==> src/sv/fwrl_pkg.sv <==
// Package for the per-flow fixed-window rate limiter.
// Holds shared constants, register indexes, codes and beat/slot types.
// No dependencies.
`default_nettype none
package fwrl_pkg;

    localparam int DEF_PLAYER_SLOTS = 32;
    localparam int NUM_CLASSES      = 3;
    localparam int CFG_IDX_W        = 3;
    localparam int CFG_DATA_W       = 32;

    localparam logic [1:0] CLS_ANIM  = 2'd0;
    localparam logic [1:0] CLS_LASER = 2'd1;
    localparam logic [1:0] CLS_CHUTE = 2'd2;
    localparam logic [1:0] CLS_NONE  = 2'd3;

    localparam logic [CFG_IDX_W-1:0] REG_ANIM_WIN  = 3'd0;
    localparam logic [CFG_IDX_W-1:0] REG_ANIM_MAX  = 3'd1;
    localparam logic [CFG_IDX_W-1:0] REG_LASER_WIN = 3'd2;
    localparam logic [CFG_IDX_W-1:0] REG_LASER_MAX = 3'd3;
    localparam logic [CFG_IDX_W-1:0] REG_CHUTE_WIN = 3'd4;
    localparam logic [CFG_IDX_W-1:0] REG_CHUTE_MAX = 3'd5;

    localparam logic [31:0] DEF_ANIM_WIN  = 32'd1000;
    localparam logic [15:0] DEF_ANIM_MAX  = 16'd20;
    localparam logic [31:0] DEF_LASER_WIN = 32'd1000;
    localparam logic [15:0] DEF_LASER_MAX = 16'd30;
    localparam logic [31:0] DEF_CHUTE_WIN = 32'd1000;
    localparam logic [15:0] DEF_CHUTE_MAX = 16'd12;

    localparam logic [1:0] DENY_NONE   = 2'd0;
    localparam logic [1:0] DENY_SENDER = 2'd1;
    localparam logic [1:0] DENY_LIMIT  = 2'd2;

    typedef struct packed {
        logic [1:0]        opcode;
        logic signed [7:0] player_index;
        logic              peer_present;
        logic [31:0]       connection_id;
        logic [31:0]       now_ms;
    } t_req;

    typedef struct packed {
        logic       allowed;
        logic [1:0] deny_reason;
    } t_res;

    typedef struct packed {
        logic [NUM_CLASSES-1:0][31:0] window_ms;
        logic [NUM_CLASSES-1:0][15:0] max_events;
    } t_cfg;

    typedef struct packed {
        logic [31:0] connection;
        logic [31:0] window_start;
        logic [15:0] count;
    } t_slot;

endpackage
`default_nettype wire

==> src/sv/fwrl_engine.sv <==
// Request sequencer: on accept, issues the slot read for a valid sender,
// then decides the window restart and limit, writes the slot back (valid
// senders only) and emits the result beat. Depends on fwrl_pkg.
`default_nettype none
module fwrl_engine
    import fwrl_pkg::*;
#(
    parameter int PLAYER_SLOTS = DEF_PLAYER_SLOTS,
    parameter int AW           = $clog2(NUM_CLASSES * PLAYER_SLOTS)
) (
    input  wire logic          i_clk,
    input  wire logic          i_rst_n,
    input  wire logic          i_start,
    output logic               o_busy,
    input  wire t_req          i_req,
    input  wire t_cfg          i_cfg,
    output logic               o_rd_en,
    output logic [AW-1:0]      o_rd_addr,
    input  wire t_slot         i_rd_data,
    input  wire logic          i_rd_valid,
    output logic               o_wr_en,
    output logic [AW-1:0]      o_wr_addr,
    output t_slot              o_wr_data,
    output logic               o_strobe,
    output t_res               o_res
);

    localparam logic [7:0]    SLOTS_B = 8'(PLAYER_SLOTS);
    localparam logic [AW-1:0] BASE1   = AW'(PLAYER_SLOTS);
    localparam logic [AW-1:0] BASE2   = AW'(2 * PLAYER_SLOTS);

    logic          r_busy;
    logic          r_ok;
    t_req          r_req;
    logic [AW-1:0] r_addr;
    logic          r_strobe;
    t_res          r_res;

    logic          accept;
    logic [7:0]    idx_u;
    logic          sender_ok;
    logic [AW-1:0] base;
    logic [AW-1:0] addr;

    logic [31:0]   win;
    logic [15:0]   lim;
    logic [31:0]   elapsed;
    logic          restart;
    logic [15:0]   cnt_base;
    logic          over;
    t_slot         wr_data;
    t_res          n_res;

    assign accept = i_start && !r_busy;
    assign idx_u  = unsigned'(i_req.player_index);

    assign sender_ok = (i_req.opcode != CLS_NONE) && !idx_u[7] && (idx_u < SLOTS_B)
                       && i_req.peer_present;

    always_comb begin
        case (i_req.opcode)
            CLS_LASER: base = BASE1;
            CLS_CHUTE: base = BASE2;
            default:   base = '0;
        endcase
        addr = base + AW'(idx_u[6:0]);
    end

    always_comb begin
        case (r_req.opcode)
            CLS_LASER: begin
                win = i_cfg.window_ms[1];
                lim = i_cfg.max_events[1];
            end
            CLS_CHUTE: begin
                win = i_cfg.window_ms[2];
                lim = i_cfg.max_events[2];
            end
            default: begin
                win = i_cfg.window_ms[0];
                lim = i_cfg.max_events[0];
            end
        endcase
        elapsed = r_req.now_ms - i_rd_data.window_start;
        restart = !i_rd_valid || (i_rd_data.connection != r_req.connection_id)
                  || (elapsed >= win);
        cnt_base = restart ? 16'd0 : i_rd_data.count;
        over     = cnt_base >= lim;

        wr_data.connection   = r_req.connection_id;
        wr_data.window_start = restart ? r_req.now_ms : i_rd_data.window_start;
        wr_data.count        = over ? cnt_base : cnt_base + 16'd1;

        if (!r_ok) begin
            n_res.allowed     = 1'b0;
            n_res.deny_reason = DENY_SENDER;
        end else if (over) begin
            n_res.allowed     = 1'b0;
            n_res.deny_reason = DENY_LIMIT;
        end else begin
            n_res.allowed     = 1'b1;
            n_res.deny_reason = DENY_NONE;
        end
    end

    assign o_busy    = r_busy;
    assign o_rd_en   = accept && sender_ok;
    assign o_rd_addr = addr;
    assign o_wr_en   = r_busy && r_ok;
    assign o_wr_addr = r_addr;
    assign o_wr_data = wr_data;
    assign o_strobe  = r_strobe;
    assign o_res     = r_res;

    always_ff @(posedge i_clk) begin
        if (accept) begin
            r_req  <= i_req;
            r_ok   <= sender_ok;
            r_addr <= addr;
        end
        if (r_busy) begin
            r_res <= n_res;
        end
    end

    always_ff @(posedge i_clk) begin
        if (!i_rst_n) begin
            r_busy   <= 1'b0;
            r_strobe <= 1'b0;
        end else begin
            r_busy   <= accept;
            r_strobe <= r_busy;
        end
    end

endmodule
`default_nettype wire

==> config.mk <==
export PLATFORM = sky130hd
export DESIGN_NAME = fwrl_engine
export DESIGN_NICKNAME = d
export VERILOG_FILES = /design/src/sv/fwrl_pkg.sv /design/src/sv/fwrl_engine.sv
export SDC_FILE = /design/constraint.sdc
export NUM_CORES = 1
export LEC_CHECK = 0
export ABC_AREA = 1
export BUFFER_PORTS_ARGS = -buffer_cell sky130_fd_sc_hd__buf_2
export CAP_MARGIN = 5
export CORE_AREA = 2 2 156 158
export DETAILED_ROUTE_END_ITERATION = 10
export DIE_AREA = 0 0 158 160
export REMOVE_ABC_BUFFERS = 1
export SETUP_SLACK_MARGIN = 0.15
export SYNTH_ARGS = -nofsm -noshare
export SYNTH_HDL_FRONTEND = slang
export SYNTH_SLANG_ARGS = --single-unit
export TNS_END_PERCENT = 30
==> constraint.sdc <==
create_clock -name i_clk -period 6.9 [get_ports i_clk]
set_clock_uncertainty 0.15 [all_clocks]
set_input_delay 0.69 -clock i_clk [delete_from_list [all_inputs] [get_ports i_clk]]
set_output_delay 0.69 -clock i_clk [all_outputs]
set_load 0.1 [all_outputs]
==> metrics.yaml <==
status: "finished, final reports clean"
synth_top_area_share_pct: 29.5
cts.sinks: 79
synth-simple-area-share_pct: 19.1
finalCritPeriodShare_pct: 97.9
cts-root-buf: "clkbuf_16"
maxCapViolCount: 0
r2r_start: "r_req[0]"
antenna_found_initial: 1
synthTopCellsByArea: "edfxtp_1 29%, ha_1 13%, nand2_1 10%"
numCtsBuffers: 9
routabilityCongestion: 0.892
initialDrtViolationCount: 477
grt-ovfl-total: 0
crit_path_end_kind: "output port"
htree_levels: 3
worst_hold_path_type: "input pin to flop"
syn_area_um2: 7850
synth_edf_count: 77
synth-seq-cells: 79
synth_top_family_by_area: "compound AO/OA/AOI/OAI gates"
grt_pass1_vias: 8178
grt_max_degree: 61
wl_per_cell_um: 16.4
die_height_um: 160
diodes: 0
synthXorXnorAreaFrac_pct: 6.03
setup_violations: 0
synth-adder-area-share_pct: 13.5
ys_seq_area_share_pct: 30.0
syn_inst: 1017
core_area_um2: 23800
holdPathStages: 1
yosysTopAreaCell: "edfxtp_1"
r2r_setup_slack_ns: 1.16
worstPathMaxFanout: 6
fin_nets: 1838
holdPathEnd: "o_wr_data[65]"
min_period_ns: 6.76
wirelength_um: 29200
cp_slowest_cell: "edfxtp_1"
slew_headroom_pct: 38.4
synthDistinctLibCells: 42
num_vias: 8586
synth_common_cells: "209 x nand2_1, 148 x inv_1, 107 x o21ai_0"
ir_worst_vdd_v: 0.000111
io_buffers: 403
tightest_slew_ns: 0.924
die-area_um2: 25300
power_leakage_uw: 0.00595
finalHoldViolCount: 0
yosysWarnings: 0
synthMuxAreaShare_pct: 0
die_w_um: 158
grt_pass1_wl_um: 42700
synth_compound_area_share_pct: 19.2
worstHoldStart: "i_req[49]"
ant_nets: 0
async_flop_share_pct: 0
first_pass_iters: 5
required_ns: 6.06
clk_latency_ns: 0.34
viasPerCell: 4.82
avgSynthCellArea_um2: 7.71
rsz0062_at_grt: "true"
track_usage_pct: 21.9
drc: 0
path_clk_slew_ns: 0.07
clock_path_buffers: 2
fp-row-count: 57
powerDensity_nw_per_um2: 169
drv_slew: 0
timing.fmax_ghz: 0.148
placed_cell_area_um2: 10700
crit_arrival_ns: 5.92
synthMostInstantiatedCell: "nand2_1"
floorplan.io_pins: 404
crit_type: "flop to output port"
synth-main-ff-cell: "edfxtp_1"
layout-drive-gt1-share_pct: 41.5
cts_tree: "done"
critPathLaunch: "r_req[0]"
place_hpwl_um: 23200
crit_top_cell: "buf_4"
r2r_end: "o_res[1]"
final_area_um2: 11800
slowest_delay_ns: 0.38
critPathLaunchType: "flop"
area_growth_pct: 50.0
reg2regPathDepth: 42
p_total_uw: 1990
holdBufCountCts: 0
start_util_pct: 32.9
==> through the flow <==
| stage | TNS [ns] | hold WS (ns) | util, % | std cells | setup slack (ns) |
|---|---|---|---|---|---|
| global placement | 0 | 0.402 | 45.1 | 1726 | 0.0223 |
| detailed placement | -0.284 | 0.406 | 45.1 | 1726 | -0.0920 |
| global route | -1.78 | 0.340 | 49.4 | 1780 | -0.242 |
| floorplan | -6.26 | 0.381 | - | 952 | -0.951 |
| CTS | 0 | 0.343 | 48.0 | 1770 | 0.154 |
| finish | 0 | 0.360 | 49.4 | 1780 | 0.142 |
==> cells by family (layout without fill, tap and decap cells) <==
kind of cell             Yosys count  after routing
AND/OR/NAND/NOR                  347            348
XOR/XNOR                          54             54
AO/OA/AOI/OAI                    239            239
flip-flops                        79             79
buffers and inverters            214            652
adder cells (fa/ha/maj)           84             84
==> final cells by class <==
type                       count  area [µm²]
fill                        2356       12100
multi-input combinational    725        4950
timing repair buffer         487        3190
sequential                    79        2350
inverter                     149         559
tap                          324         405
clock buffer                   9         225
clock inverter                 7        87.6
==> placed cells by master, fill, tap and decap left out, types with 3 or more instances in the layout <==
| cell type | n |
|---|---|
| nand2_4 | 3 |
| o21ai_1 | 9 |
| a21oi_2 | 10 |
| o211ai_1 | 3 |
| nor3_1 | 7 |
| buf_6 | 5 |
| clkbuf_16 | 9 |
| buf_4 | 79 |
| buf_12 | 34 |
| nor2_2 | 12 |
| nor2_4 | 15 |
| a21oi_1 | 44 |
| nand3_1 | 12 |
| o21ai_0 | 99 |
| nand2_2 | 15 |
| inv_6 | 3 |
| ha_2 | 4 |
| xnor2_1 | 27 |
| nand4_1 | 12 |
| edfxtp_1 | 77 |
| a221o_1 | 48 |
| a21o_1 | 3 |
| nor2_1 | 61 |
| inv_2 | 11 |
| inv_1 | 138 |
| o21bai_1 | 6 |
| nor3_2 | 3 |
| buf_2 | 368 |
| xor2_1 | 21 |
| nand3b_1 | 3 |
| ha_1 | 74 |
| ha_4 | 5 |
| nand2_1 | 194 |
==> metal layers <==
layer,vias to the layer above,global-route usage (%),share of wire [%]
met5,-,0,0.048
met4,2,6.88,2.5
met3,46,3.93,6.0
met2,322,37.4,48
met1,3917,27.8,43
li1,4299,-,-
==> state kept, by name (all words and copies together) (netlist names) <==
| register | cells |
|---|---|
| o_busy | 1 |
| o_res | 3 |
| o_strobe | 1 |
| o_wr_addr | 7 |
| o_wr_data | 32 |
| r_ok | 1 |
| r_req | 34 |
==> worst max-delay path by stage <==
stage	to	cells after the start
global placement	o_wr_data[11]	43
detailed placement	o_wr_data[9]	41
CTS	o_wr_data[11]	45
floorplan	o_wr_data[9]	35
global route	o_wr_data[11]	42
finish	o_wr_data[1]	43
==> critical path: cells and delay by family (launching register included) <==
family,cells,cell delay [ns]
AO/OA/AOI/OAI,3,0.44
flip-flops,1,0.38
XOR/XNOR,1,0.15
adder cells (fa/ha/maj),4,0.92
buffers and inverters,20,2.46
AND/OR/NAND/NOR,15,1.21
==> repair_timing <==
action                                  4_1_cts  5_1_grt
endpoints found under the setup margin       13       16
pin swaps                                    30       53
gates cloned                                  1        0
endpoints found under the hold margin         0        0
resized for setup                            49       64
buffers inserted                             27       10
==> power by group <==
group	leakage [µW]	internal (µW)	switching [µW]	total, µW
combinational	0.00505	316	580	896
clock	0.000146	288	228	516
sequential	0.000756	561	17.3	578
total	0.00595	1160	826	1990
Power figures use the tool's default switching activity.
