File: src/sv/fwrl_pkg.sv
// Package for the per-flow fixed-window rate limiter.
// Holds shared constants, register indexes, codes and beat/slot types.
// No dependencies.
`default_nettype none
package fwrl_pkg;

    localparam int DEF_PLAYER_SLOTS = 32;
    localparam int NUM_CLASSES      = 3;
    localparam int CFG_IDX_W        = 3;
    localparam int CFG_DATA_W       = 32;

    localparam logic [1:0] CLS_ANIM  = 2'd0;
    localparam logic [1:0] CLS_LASER = 2'd1;
    localparam logic [1:0] CLS_CHUTE = 2'd2;
    localparam logic [1:0] CLS_NONE  = 2'd3;

    localparam logic [CFG_IDX_W-1:0] REG_ANIM_WIN  = 3'd0;
    localparam logic [CFG_IDX_W-1:0] REG_ANIM_MAX  = 3'd1;
    localparam logic [CFG_IDX_W-1:0] REG_LASER_WIN = 3'd2;
    localparam logic [CFG_IDX_W-1:0] REG_LASER_MAX = 3'd3;
    localparam logic [CFG_IDX_W-1:0] REG_CHUTE_WIN = 3'd4;
    localparam logic [CFG_IDX_W-1:0] REG_CHUTE_MAX = 3'd5;

    localparam logic [31:0] DEF_ANIM_WIN  = 32'd1000;
    localparam logic [15:0] DEF_ANIM_MAX  = 16'd20;
    localparam logic [31:0] DEF_LASER_WIN = 32'd1000;
    localparam logic [15:0] DEF_LASER_MAX = 16'd30;
    localparam logic [31:0] DEF_CHUTE_WIN = 32'd1000;
    localparam logic [15:0] DEF_CHUTE_MAX = 16'd12;

    localparam logic [1:0] DENY_NONE   = 2'd0;
    localparam logic [1:0] DENY_SENDER = 2'd1;
    localparam logic [1:0] DENY_LIMIT  = 2'd2;

    typedef struct packed {
        logic [1:0]        opcode;
        logic signed [7:0] player_index;
        logic              peer_present;
        logic [31:0]       connection_id;
        logic [31:0]       now_ms;
    } t_req;

    typedef struct packed {
        logic       allowed;
        logic [1:0] deny_reason;
    } t_res;

    typedef struct packed {
        logic [NUM_CLASSES-1:0][31:0] window_ms;
        logic [NUM_CLASSES-1:0][15:0] max_events;
    } t_cfg;

    typedef struct packed {
        logic [31:0] connection;
        logic [31:0] window_start;
        logic [15:0] count;
    } t_slot;

endpackage
`default_nettype wire

File: src/sv/fwrl_cfg_regs.sv
// Configuration register file: window length and event limit per class.
// Depends on fwrl_pkg.
`default_nettype none
module fwrl_cfg_regs
    import fwrl_pkg::*;
(
    input  wire logic                  i_clk,
    input  wire logic                  i_rst_n,
    input  wire logic                  i_cfg_valid,
    output logic                       o_cfg_ready,
    input  wire logic [CFG_IDX_W-1:0]  i_cfg_index,
    input  wire logic [CFG_DATA_W-1:0] i_cfg_data,
    output t_cfg                       o_cfg
);

    t_cfg r_cfg;
    t_cfg n_cfg;

    assign o_cfg_ready = 1'b1;
    assign o_cfg       = r_cfg;

    always_comb begin
        n_cfg = r_cfg;
        if (i_cfg_valid) begin
            case (i_cfg_index)
                REG_ANIM_WIN:  n_cfg.window_ms[0]  = i_cfg_data;
                REG_ANIM_MAX:  n_cfg.max_events[0] = i_cfg_data[15:0];
                REG_LASER_WIN: n_cfg.window_ms[1]  = i_cfg_data;
                REG_LASER_MAX: n_cfg.max_events[1] = i_cfg_data[15:0];
                REG_CHUTE_WIN: n_cfg.window_ms[2]  = i_cfg_data;
                REG_CHUTE_MAX: n_cfg.max_events[2] = i_cfg_data[15:0];
                default:       n_cfg = r_cfg;
            endcase
        end
    end

    always_ff @(posedge i_clk) begin
        if (!i_rst_n) begin
            r_cfg.window_ms[0]  <= DEF_ANIM_WIN;
            r_cfg.max_events[0] <= DEF_ANIM_MAX;
            r_cfg.window_ms[1]  <= DEF_LASER_WIN;
            r_cfg.max_events[1] <= DEF_LASER_MAX;
            r_cfg.window_ms[2]  <= DEF_CHUTE_WIN;
            r_cfg.max_events[2] <= DEF_CHUTE_MAX;
        end else begin
            r_cfg <= n_cfg;
        end
    end

endmodule
`default_nettype wire

File: config.mk
export PLATFORM = sky130hd
export DESIGN_NAME = fwrl_cfg_regs
export DESIGN_NICKNAME = d
export VERILOG_FILES = /design/src/sv/fwrl_pkg.sv /design/src/sv/fwrl_cfg_regs.sv
export SDC_FILE = /design/constraint.sdc
export NUM_CORES = 1
export LEC_CHECK = 0
export ABC_AREA = 0
export BUFFER_PORTS_ARGS = -buffer_cell sky130_fd_sc_hd__buf_2
export CAP_MARGIN = 5
export CORE_ASPECT_RATIO = 0.9
export CORE_MARGIN = 2
export CORE_UTILIZATION = 35
export DETAILED_ROUTE_END_ITERATION = 8
export SYNTH_ARGS = -nofsm -noshare
export SYNTH_HDL_FRONTEND = slang
export SYNTH_SLANG_ARGS = --single-unit
File: constraint.sdc
create_clock -name i_clk -period 2.2 [get_ports i_clk]
set_input_delay 0.11 -clock i_clk [delete_from_list [all_inputs] [get_ports i_clk]]
set_output_delay 0.11 -clock i_clk [all_outputs]
set_load 0.1 [all_outputs]
==> summary.txt, run 1 <==
outcome: finished, final reports clean
Largest register FFs: 144
Final Hold Vio Count: 0
Worst Max-Slew Pin Slew: 0.843 ns
fin util: 0.480
crit path cell chain: buf_2
Post-Route WL: 14,200 um
Die ar.: 16,500 sq um
FP Rows: 43
drt first pass iters: 6
critical path's slowest cell: buf_2
CP Data Arrival Time: 1.22 ns
RD Place Congestion: 0.745
cell internal pwr: 0.00503 W
post-route ant nets: 0
clock root cell: clkbuf_16
final number of setup-violating endpoints: 0
Worst-path clk slew: 0.06 ns
Yosys top cell area share: 0.532
Slew Limit Fails: 0
Initial Util: 0.355
largest net degree at the start of global routing: 82
Mapped Area: 5420 sq um
worst min path class: in2reg
Gate power share: 0.118
initial antenna violation count: 0
Crit path required time: 2.09 ns
I/O Buffers: 181
grt ovf: 0
final period utilization: 0.603
setup repair after global routing missed its margin: no
Worst setup EP type: output port
Yosys warnings: 0
Mapped Cells: 518
final hold slack: 0.0243 ns
CP peak stage delay: 0.45 ns
DR vias: 4,258
Rel. slew slack: 0.437
power density over the cells: 924 nW/um^2
Clock Tree Buf Depth: 2
H-tree Lvls: 4
Worst Path Max Fanout: 2
drt drc: 0
Net Count, Synth: 556
fin area: 7340 sq um
post-DP HPWL: 9820 um
Leak: 3.65 nW
Post-DP Area: 6470 sq um
TNS Setup: 0 ns
library cells used by synthesis: 14
vias in the first global route: 4,281
Final Skew: 0 ns
post-synthesis register bit count: 144
Antenna Cells: 0
clock sinks: 144
Max-Cap Viols: 0
FMAX: 754 MHz
WS Path Type: reg2out
Layout area overhead: 35.4%
fin crit period: 1.33 ns
net count reported at finish: 746
Seq/Total Area, Yosys: 0.532
setup bufs post-CTS: 0
peak supply drop: 0.000712 V
Sw Ratio: 0.258
clk_lat worst skew: 0.42 ns
crit start category: register
cell taking the most area after synthesis: dfxtp_1
routed len/inst: 15.4 um
I/O pin count: 183
family with the most delay on the worst path: buffers and inverters
CTS tree: yes
Clock power frac: 0.484
Die Span Y: 122 um
Buf/Inv on CP: 1
power consumption: 0.00678 W
Num CTS Buffers: 17
DIE WIDTH: 135 um
share of cells above drive strength 1: 0.313
global-route wire length before repair: 21,900 um
via density per instance: 4.62
core area: 15,300 sq um
mean post-synth cell area: 10.5 sq um
DR iter-0 viols: 156
Tot GR Track Use: 0.174
Net Switching: 0.00175 W
Synth area leaders: dfxtp_1, mux2i_1, nand2_1, nor2b_1, buf_4
sequential power share: 0.398
==> cells in the final DEF (no fill, tap or decap) <==
| cell | count |
|---|---|
| buf_2 | 180 |
| bufinv_16 | 5 |
| nand4b_1 | 2 |
| and4bb_2 | 2 |
| buf_12 | 2 |
| clkinvlp_4 | 2 |
| nor4b_4 | 1 |
| nand2_1 | 150 |
| conb_1 | 1 |
| clkbuf_16 | 17 |
| nor2b_1 | 35 |
| clkinv_4 | 1 |
| dfxtp_1 | 144 |
| dlygate4sd3_1 | 19 |
| nand4bb_2 | 1 |
| mux2i_1 | 144 |
| buf_4 | 7 |
| clkbuf_8 | 6 |
| nand4bb_4 | 1 |
==> kinds of logic after synthesis <==
family | share of synthesized area
AND/OR/NAND/NOR | 0.161
multiplexers | 0.266
buffers and inverters | 0.0406
other | 0.000692
flip-flops | 0.532
==> stage by stage <==
stage	instances	setup slack (ns)
after global routing	922	0.823
after detailed placement	872	0.604
after floorplan	518	0.970
after global placement	872	0.695
after CTS	922	0.852
final	922	0.874
==> what timing repair did <==
item | CTS | global route
hold endpoints to repair | 42 | 0
hold buffers | 19 | 0
gates resized for setup | 0 | 0
==> path summary, 6_finish.rpt <==
check / start / to / slack [ns] / cells after the start
worst min register to register: o_cfg[58] / o_cfg[58] / 0.45 / 2
worst max-delay path: o_cfg[121] / o_cfg[121] / 0.87 / 1
worst min-delay path: i_cfg_data[16] / o_cfg[96] / 0.02 / 3
worst max register to register: o_cfg[115] / o_cfg[115] / 1.53 / 2
==> worst reg2reg max path, stage by stage, from the launching register on <==
cell and delay, ns:
dfxtp_1 0.32, nor2b_1 0.12, mux2i_1 0.09
==> layer usage <==
layer	wire [um]	part of all wire	GRT usage	vias up
li1	-	-	-	2092
met1	6070	0.43	0.201	2029
met2	7000	0.49	0.298	123
met3	948	0.067	0.0662	14
met4	193	0.014	0.0534	0
met5	0	0	0	-
==> power groups by stage <==
stage / Clock (W) / Sequential [W] / Combinational [W]
after CTS: 0.00335 / 0.00270 / 0.000805
after detailed placement: 0 / 0.00275 / 0.000777
final: 0.00328 / 0.00270 / 0.000800
after floorplan: 0 / 0.00317 / 0.000203
after global placement: 0 / 0.00275 / 0.000771
after global routing: 0.00346 / 0.00270 / 0.000835
==> synth_stat cells, drive strengths merged <==
cell type and count:
nand2 150, dfxtp 144, mux2i 144, nor2b 35, buf 27, clkbuf 10
and4bb 2, nand4b 2, nand4bb 2, conb 1, nor4b 1
==> area by class of cell <==
class                   instances  area, sq um
repair buffers                208         1180
clock inverters                 8          174
clock buffers                  23          508
multi-input cells             337         2340
flip-flops and latches        144         2880
fillers                      1455         7940
well taps                     202          253
Note: power is estimated with default switching activity, not from simulation.
==> run 2, diff against run 1 <==
--- a/config.mk
+++ b/config.mk
@@ -5,7 +5,7 @@
 export SDC_FILE = /design/constraint.sdc
 export NUM_CORES = 1
 export LEC_CHECK = 0
-export ABC_AREA = 0
+export ABC_AREA = 1
 export BUFFER_PORTS_ARGS = -buffer_cell sky130_fd_sc_hd__buf_2
 export CAP_MARGIN = 5
 export CORE_ASPECT_RATIO = 0.9
==> constraint.sdc (replaced) <==
create_clock -name i_clk -period 1.2 [get_ports i_clk]
set_input_delay 0.06 -clock i_clk [delete_from_list [all_inputs] [get_ports i_clk]]
set_output_delay 0.06 -clock i_clk [all_outputs]
set_load 0.1 [all_outputs]
==> run 2 against run 1 <==
Net effect:
- design area is 13% higher
- sequential share of layout area decreased by 2.9 points
- worst hold slack worse by 0.0069 ns
- via count increased by 34%
==> summary.txt, run 2 <==
vias in the first global route: 5,149 (+20%)
fin area: 8330 sq um (+13%)
CP peak stage delay: 0.36 ns (-0.09 ns)
largest net degree at the start of global routing: 92 (+12%)
Net Count, Synth: 845 (+52%)
clock root cell: clkbuf_16
commonest non-fill, non-tap cell in the layout: nor2_1
critical path's slowest cell: dfxtp_1
peak supply drop: 0.000982 V (+38%)
FP Rows: 44 (+2.3%)
drt first pass iters: 4 (-2)
Worst Path Max Fanout: 2 (unchanged)
# fillers: 1,567 (+7.7%)
core area: 16,000 sq um (+4.5%)
global-route wire length before repair: 27,500 um (+25%)
clock sinks: 144 (unchanged)
TNS Setup: 0 ns (unchanged)
H-tree Lvls: 4 (unchanged)
multi-input logic area: 2380 sq um (+1.8%)
Die Span Y: 124 um (+2.0%)
Reg area: 3030 sq um (+5.1%)
DR iter-0 viols: 334 (+110%)
cell taking the most area after synthesis: dfxtp_1
Slew Limit Fails: 0 (unchanged)
Worst setup EP type: output port
final hold slack: 0.0174 ns (-0.00692 ns)
Clock Tree Buf Depth: 2 (unchanged)
Antenna Cells: 0 (unchanged)
post-synthesis register bit count: 144 (unchanged)
Post-Route WL: 17,800 um (+25%)
Yosys warnings: 0 (unchanged)
crit start category: register
Rel. slew slack: 0.551 (+0.114)
most frequent cell after synthesis: nor2_1
fin crit period: 1.15 ns
grt ovf: 0 (unchanged)
Num CTS Buffers: 17 (unchanged)
Crit path required time: 1.14 ns (-0.95 ns)
final period utilization: 0.956
main flop type after synthesis: dfxtp_1
FMAX: 871 MHz
setup bufs post-CTS: 0 (unchanged)
Tot GR Track Use: 0.209 (+0.0349)
Buf/Inv on CP: 1 (unchanged)
Max-Cap Viols: 0 (unchanged)
setup repair after global routing missed its margin: no
async set-reset flop share out of synthesis: 0 (unchanged)
net count reported at finish: 1,041 (+40%)
Post-DP Area: 7060 sq um (+9.2%)
Setup WS post-layout: 0.0524 ns (-0.822 ns)
CP Data Arrival Time: 1.09 ns (-0.13 ns)
via density per instance: 4.68 (+1.2%)
initial antenna violation count: 0 (unchanged)
Layout area overhead: 47.6%
routed len/inst: 14.5 um (-5.7%)
Mapped Cells: 807 (+56%)
Worst-path clk slew: 0.06 ns (about the same)
CTS tree: yes
Post-synth EDFFs: 0 (unchanged)
post-route ant nets: 0 (unchanged)
Synth area leaders: dfxtp_1, nor2_1, nand3_1, nand2_1, buf_2
post-DP HPWL: 12,000 um (+22%)
I/O pin count: 183 (unchanged)
Final Skew: 0 ns (unchanged)
Place WS: 0.0172 ns (-0.587 ns)
Worst Max-Slew Pin Slew: 0.673 ns (-0.170 ns)
mean post-synth cell area: 6.99 sq um (-33%)
library cells used by synthesis: 15 (+1)
DIE WIDTH: 138 um (+2.0%)
drt drc: 0 (unchanged)
WS Path Type: reg2out
Leak: 3.96 nW (+8.5%)
Mapped Area: 5640 sq um (+4.1%)
Final Hold Vio Count: 0 (unchanged)
clk_lat worst skew: 0.42 ns (about the same)
power density over the cells: 1640 nW/um^2 (+77%)
outcome: finished, final reports clean
Initial Util: 0.353 (-0.00136)
share of cells above drive strength 1: 0.362 (+0.0497)
DR vias: 5,718 (+34%)
family with the most delay on the worst path: flip-flops
I/O Buffers: 181 (unchanged)
worst min path class: in2reg
RD Place Congestion: 0.854 (+15%)
Die ar.: 17,100 sq um (+4.0%)
commonest cells after routing, fill and taps aside: nor2_1, nand2_1, buf_4
Seq/Total Area, Yosys: 0.511 (-0.0209)
Yosys top cell area share: 0.511 (-0.0209)
crit path cell chain: buf_4
Largest register FFs: 144 (unchanged)
Commonest cells post-synth: nor2_1, nand2_1, dfxtp_1, nand3_1, buf_2
final number of setup-violating endpoints: 0 (unchanged)
[run 2: changes by cell type after synthesis, sizes merged, moves of 7 or more]
cell | previous run | this run
nor2 | 0 | 246
mux2i | 144 | 0
nand3 | 0 | 144
inv | 0 | 37
nor2b | 35 | 0
nand2 | 150 | 182
buf | 27 | 49
clkbuf | 10 | 3
[run 2: path summary, 6_finish.rpt]
check                                    start   endpoint  slack (ns)  depth (start not counted)
worst max register to register       o_cfg[91]  o_cfg[91]        0.58                          2
worst max-delay path                 o_cfg[20]  o_cfg[20]        0.05                          1
worst min register to register       o_cfg[34]  o_cfg[34]        0.46                          2
worst min-delay path            i_cfg_data[27]  o_cfg[75]        0.02                          5
[run 2: per-stage QoR]
step / total power, W / std cells / util
6_report: 0.0136 / 1223 / 0.521
2_1_floorplan: 0.00699 / 807 / -
3_3_place_gp: 0.00749 / 1169 / 0.442
4_1_cts: 0.0137 / 1223 / 0.521
5_1_grt: 0.0141 / 1223 / 0.521
3_5_place_dp: 0.00750 / 1169 / 0.442
[run 2: final cells by class]
class / instances / area share
flip-flops and latches: 144 / 0.364
multi-input cells: 573 / 0.286
repair buffers: 229 / 0.220
clock buffers: 23 / 0.0574
well taps: 207 / 0.0311
clock inverters: 9 / 0.0243
inverters: 38 / 0.0171
[run 2: what timing repair did]
action                                 CTS  global route
hold buffers                            22             0
endpoints found under the hold margin   52             0
setup endpoints to repair              144             0
gates resized for setup                144             0
[run 2: kinds of logic after synthesis]
| group | share of synthesized area |
|---|---|
| buf+inv | 0.0703 |
| flops | 0.511 |
| other cells | 0.000665 |
| simple gates | 0.418 |
[run 2: metal layers]
metal / global-route usage / up-vias / part of all wire
met5: 0 / - / 0
met4: 0.0702 / 0 / 0.020
met3: 0.0627 / 24 / 0.075
met2: 0.320 / 172 / 0.45
met1: 0.279 / 2617 / 0.45
li1: - / 2905 / -
[run 2: power breakdown]
group / switching (W) / internal (W) / total (W)
Clock: 0.00199 / 0.00407 / 0.00606
Sequential: 0.0000946 / 0.00498 / 0.00507
Combinational: 0.00191 / 0.000580 / 0.00249
==> run 3, diff against run 2 <==
--- a/config.mk
+++ b/config.mk
@@ -12,6 +12,7 @@
 export CORE_MARGIN = 2
 export CORE_UTILIZATION = 35
 export DETAILED_ROUTE_END_ITERATION = 8
+export SETUP_SLACK_MARGIN = 0.2
 export SYNTH_ARGS = -nofsm -noshare
 export SYNTH_HDL_FRONTEND = slang
 export SYNTH_SLANG_ARGS = --single-unit
==> run 3 against run 2 <==
Net effect:
- via count increased by 2.2%
- worst setup slack better by 0.12 ns
- register-to-register slack worse by 0.13 ns
- combinational power rose by 19%
- critical endpoint is now o_cfg[17]
==> summary.txt, run 3 (synthesis gave the netlist of run 2 again) <==
Hold Path End: o_cfg[78]
Max-Cap Viols: 0 (unchanged)
global-route wire length before repair: 31,000 um (+13%)
commonest non-fill, non-tap cell in the layout: nor2_1
RD Place Congestion: 0.784 (-8.1%)
cell internal pwr: 0.00927 W (-3.8%)
Sw Ratio: 0.309 (+0.0161)
Clock Tree Buf Depth: 2 (unchanged)
Hold Path Depth: 5 (unchanged)
sequential power share: 0.384 (+0.012)
CP peak stage delay: 0.36 ns (about the same)
commonest cells after routing, fill and taps aside: nor2_1, nand2_1, buf_12
Worst-path clk slew: 0.06 ns (about the same)
Reg area: 3110 sq um (+2.6%)
grt ovf: 0 (unchanged)
Post-Route WL: 20,000 um (+12%)
post-DP HPWL: 12,000 um (+0.38%)
Initial Util: 0.353 (unchanged)
length in cells of the worst reg-to-reg path: 3 (+1)
Net Switching: 0.00415 W (+3.9%)
Final Hold Vio Count: 0 (unchanged)
Hold Path Origin: i_cfg_data[30]
fin util: 0.640 (+0.118)
power density over the cells: 1310 nW/um^2 (-20%)
Clock power frac: 0.395 (-0.050)
initial antenna violation count: 0 (unchanged)
RR Endpoint: o_cfg[29]
dpl cells: 1,168 (-0.086%)
clock root cell: clkbuf_16
Leak: 4.45 nW (+12%)
Antenna Cells: 0 (unchanged)
critical path's slowest cell: dfxtp_2
Die ar.: 17,100 sq um (unchanged)
core area: 16,000 sq um (unchanged)
family with the most delay on the worst path: flip-flops
post-route ant nets: 0 (unchanged)
final hold slack: 0.0114 ns (-0.00601 ns)
Num CTS Buffers: 17 (unchanged)
DIE WIDTH: 138 um (unchanged)
# fillers: 1,254 (-20%)
clock sinks: 144 (unchanged)
multi-input logic area: 2380 sq um (unchanged)
Die Span Y: 124 um (unchanged)
net count reported at finish: 1,044 (+0.29%)
TNS Setup: 0 ns (unchanged)
final period utilization: 0.854 (-0.103)
Final Skew: 0 ns (unchanged)
drt drc: 0 (unchanged)
FF-to-FF Start: o_cfg[29]
power consumption: 0.0134 W (-1.5%)
r2r setup slk: 0.45 ns (-0.13 ns)
Worst setup EP type: output port
Non-Filler Instances: 1,224 (+0.082%)
vias in the first global route: 5,610 (+9.0%)
outcome: finished, final reports clean
DR iter-0 viols: 347 (+3.9%)
Layout area overhead: 81.0%
fin crit period: 1.02 ns (-0.123 ns)
crit start category: register
worst min path class: in2reg
Crit path required time: 1.14 ns (about the same)
largest net degree at the start of global routing: 64 (-30%)
H-tree Lvls: 4 (unchanged)
FMAX: 976 MHz (+12%)
drt first pass iters: 5 (+1)
crit path cell chain: buf_12
final number of setup-violating endpoints: 0 (unchanged)
routed len/inst: 16.3 um (+12%)
DR vias: 5,842 (+2.2%)
Slew Limit Fails: 0 (unchanged)
clk_lat worst skew: 0.42 ns (about the same)
I/O Buffers: 181 (unchanged)
Gate power share: 0.221 (+0.038)
worst setup path startpoint: o_cfg[17]
Tot GR Track Use: 0.235 (+0.0265)
I/O pin count: 183 (unchanged)
FP Rows: 44 (unchanged)
Buf/Inv on CP: 1 (unchanged)
CTS tree: yes
peak supply drop: 0.000993 V (+1.1%)
share of cells above drive strength 1: 0.389 (+0.0272)
Worst Path Max Fanout: 2 (unchanged)
setup repair after global routing missed its margin: yes
Largest register FFs: 144 (unchanged)
CP Data Arrival Time: 0.96 ns (-0.13 ns)
WS Path Type: reg2out
via density per instance: 4.77 (+2.1%)
==> run 3: cell types whose count changed in the layout (fill, tap and decap cells not counted), sizes merged <==
cell / before / now
clkbuf: 23 / 19
bufinv: 6 / 3
clkinvlp: 0 / 3
buf: 207 / 209
clkinv: 4 / 6
dlygate4sd3: 22 / 23
==> run 3: area by class of cell <==
| cell class | count | area share |
|---|---|---|
| sequential | 144 | 0.304 |
| clock inverter | 11 | 0.0138 |
| timing repair buffer | 232 | 0.366 |
| multi-input combinational | 573 | 0.233 |
| tap | 207 | 0.0254 |
| clock buffer | 19 | 0.0434 |
| inverter | 38 | 0.0140 |
==> run 3: worst max-delay path by stage <==
stage,endpoint,slack (ns),depth (start not counted)
4_1_cts,o_cfg[138],0.16,1
3_5_place_dp,o_cfg[122],0.15,7
3_3_place_gp,o_cfg[124],0.18,7
6_report,o_cfg[17],0.18,1
2_1_floorplan,o_cfg[0],0.30,2
5_1_grt,o_cfg[140],0.15,1
==> run 3: stage by stage <==
stage	area [sq um]	worst slack, ns
finish	10200	0.175
global route	10200	0.146
floorplan	5820	0.303
detailed placement	7160	0.149
global placement	7160	0.176
CTS	10100	0.161
==> run 3: routing by layer <==
layer | up-vias | track usage | routed length [um]
met5 | - | 0 | 0
met4 | 0 | 0.0768 | 354
met3 | 27 | 0.0680 | 1290
met2 | 205 | 0.375 | 9890
met1 | 2705 | 0.304 | 8460
li1 | 2905 | - | -
==> run 3: timing repair <==
| item | in CTS | in global routing |
|---|---|---|
| endpoints found under the setup margin | 144 | 149 |
| hold endpoints to repair | 54 | 0 |
| hold buffers | 23 | 0 |
| resized for setup | 578 | 16 |
| setup buffers | 1 | 2 |
| gates cloned | 0 | 0 |
==> run 3: power groups by stage <==
stage	Clock, W	Combinational (W)	Sequential [W]
floorplan	0	0.000607	0.00639
global placement	0	0.00236	0.00517
detailed placement	0	0.00236	0.00517
CTS	0.00540	0.00294	0.00517
global route	0.00562	0.00310	0.00516
finish	0.00530	0.00297	0.00515
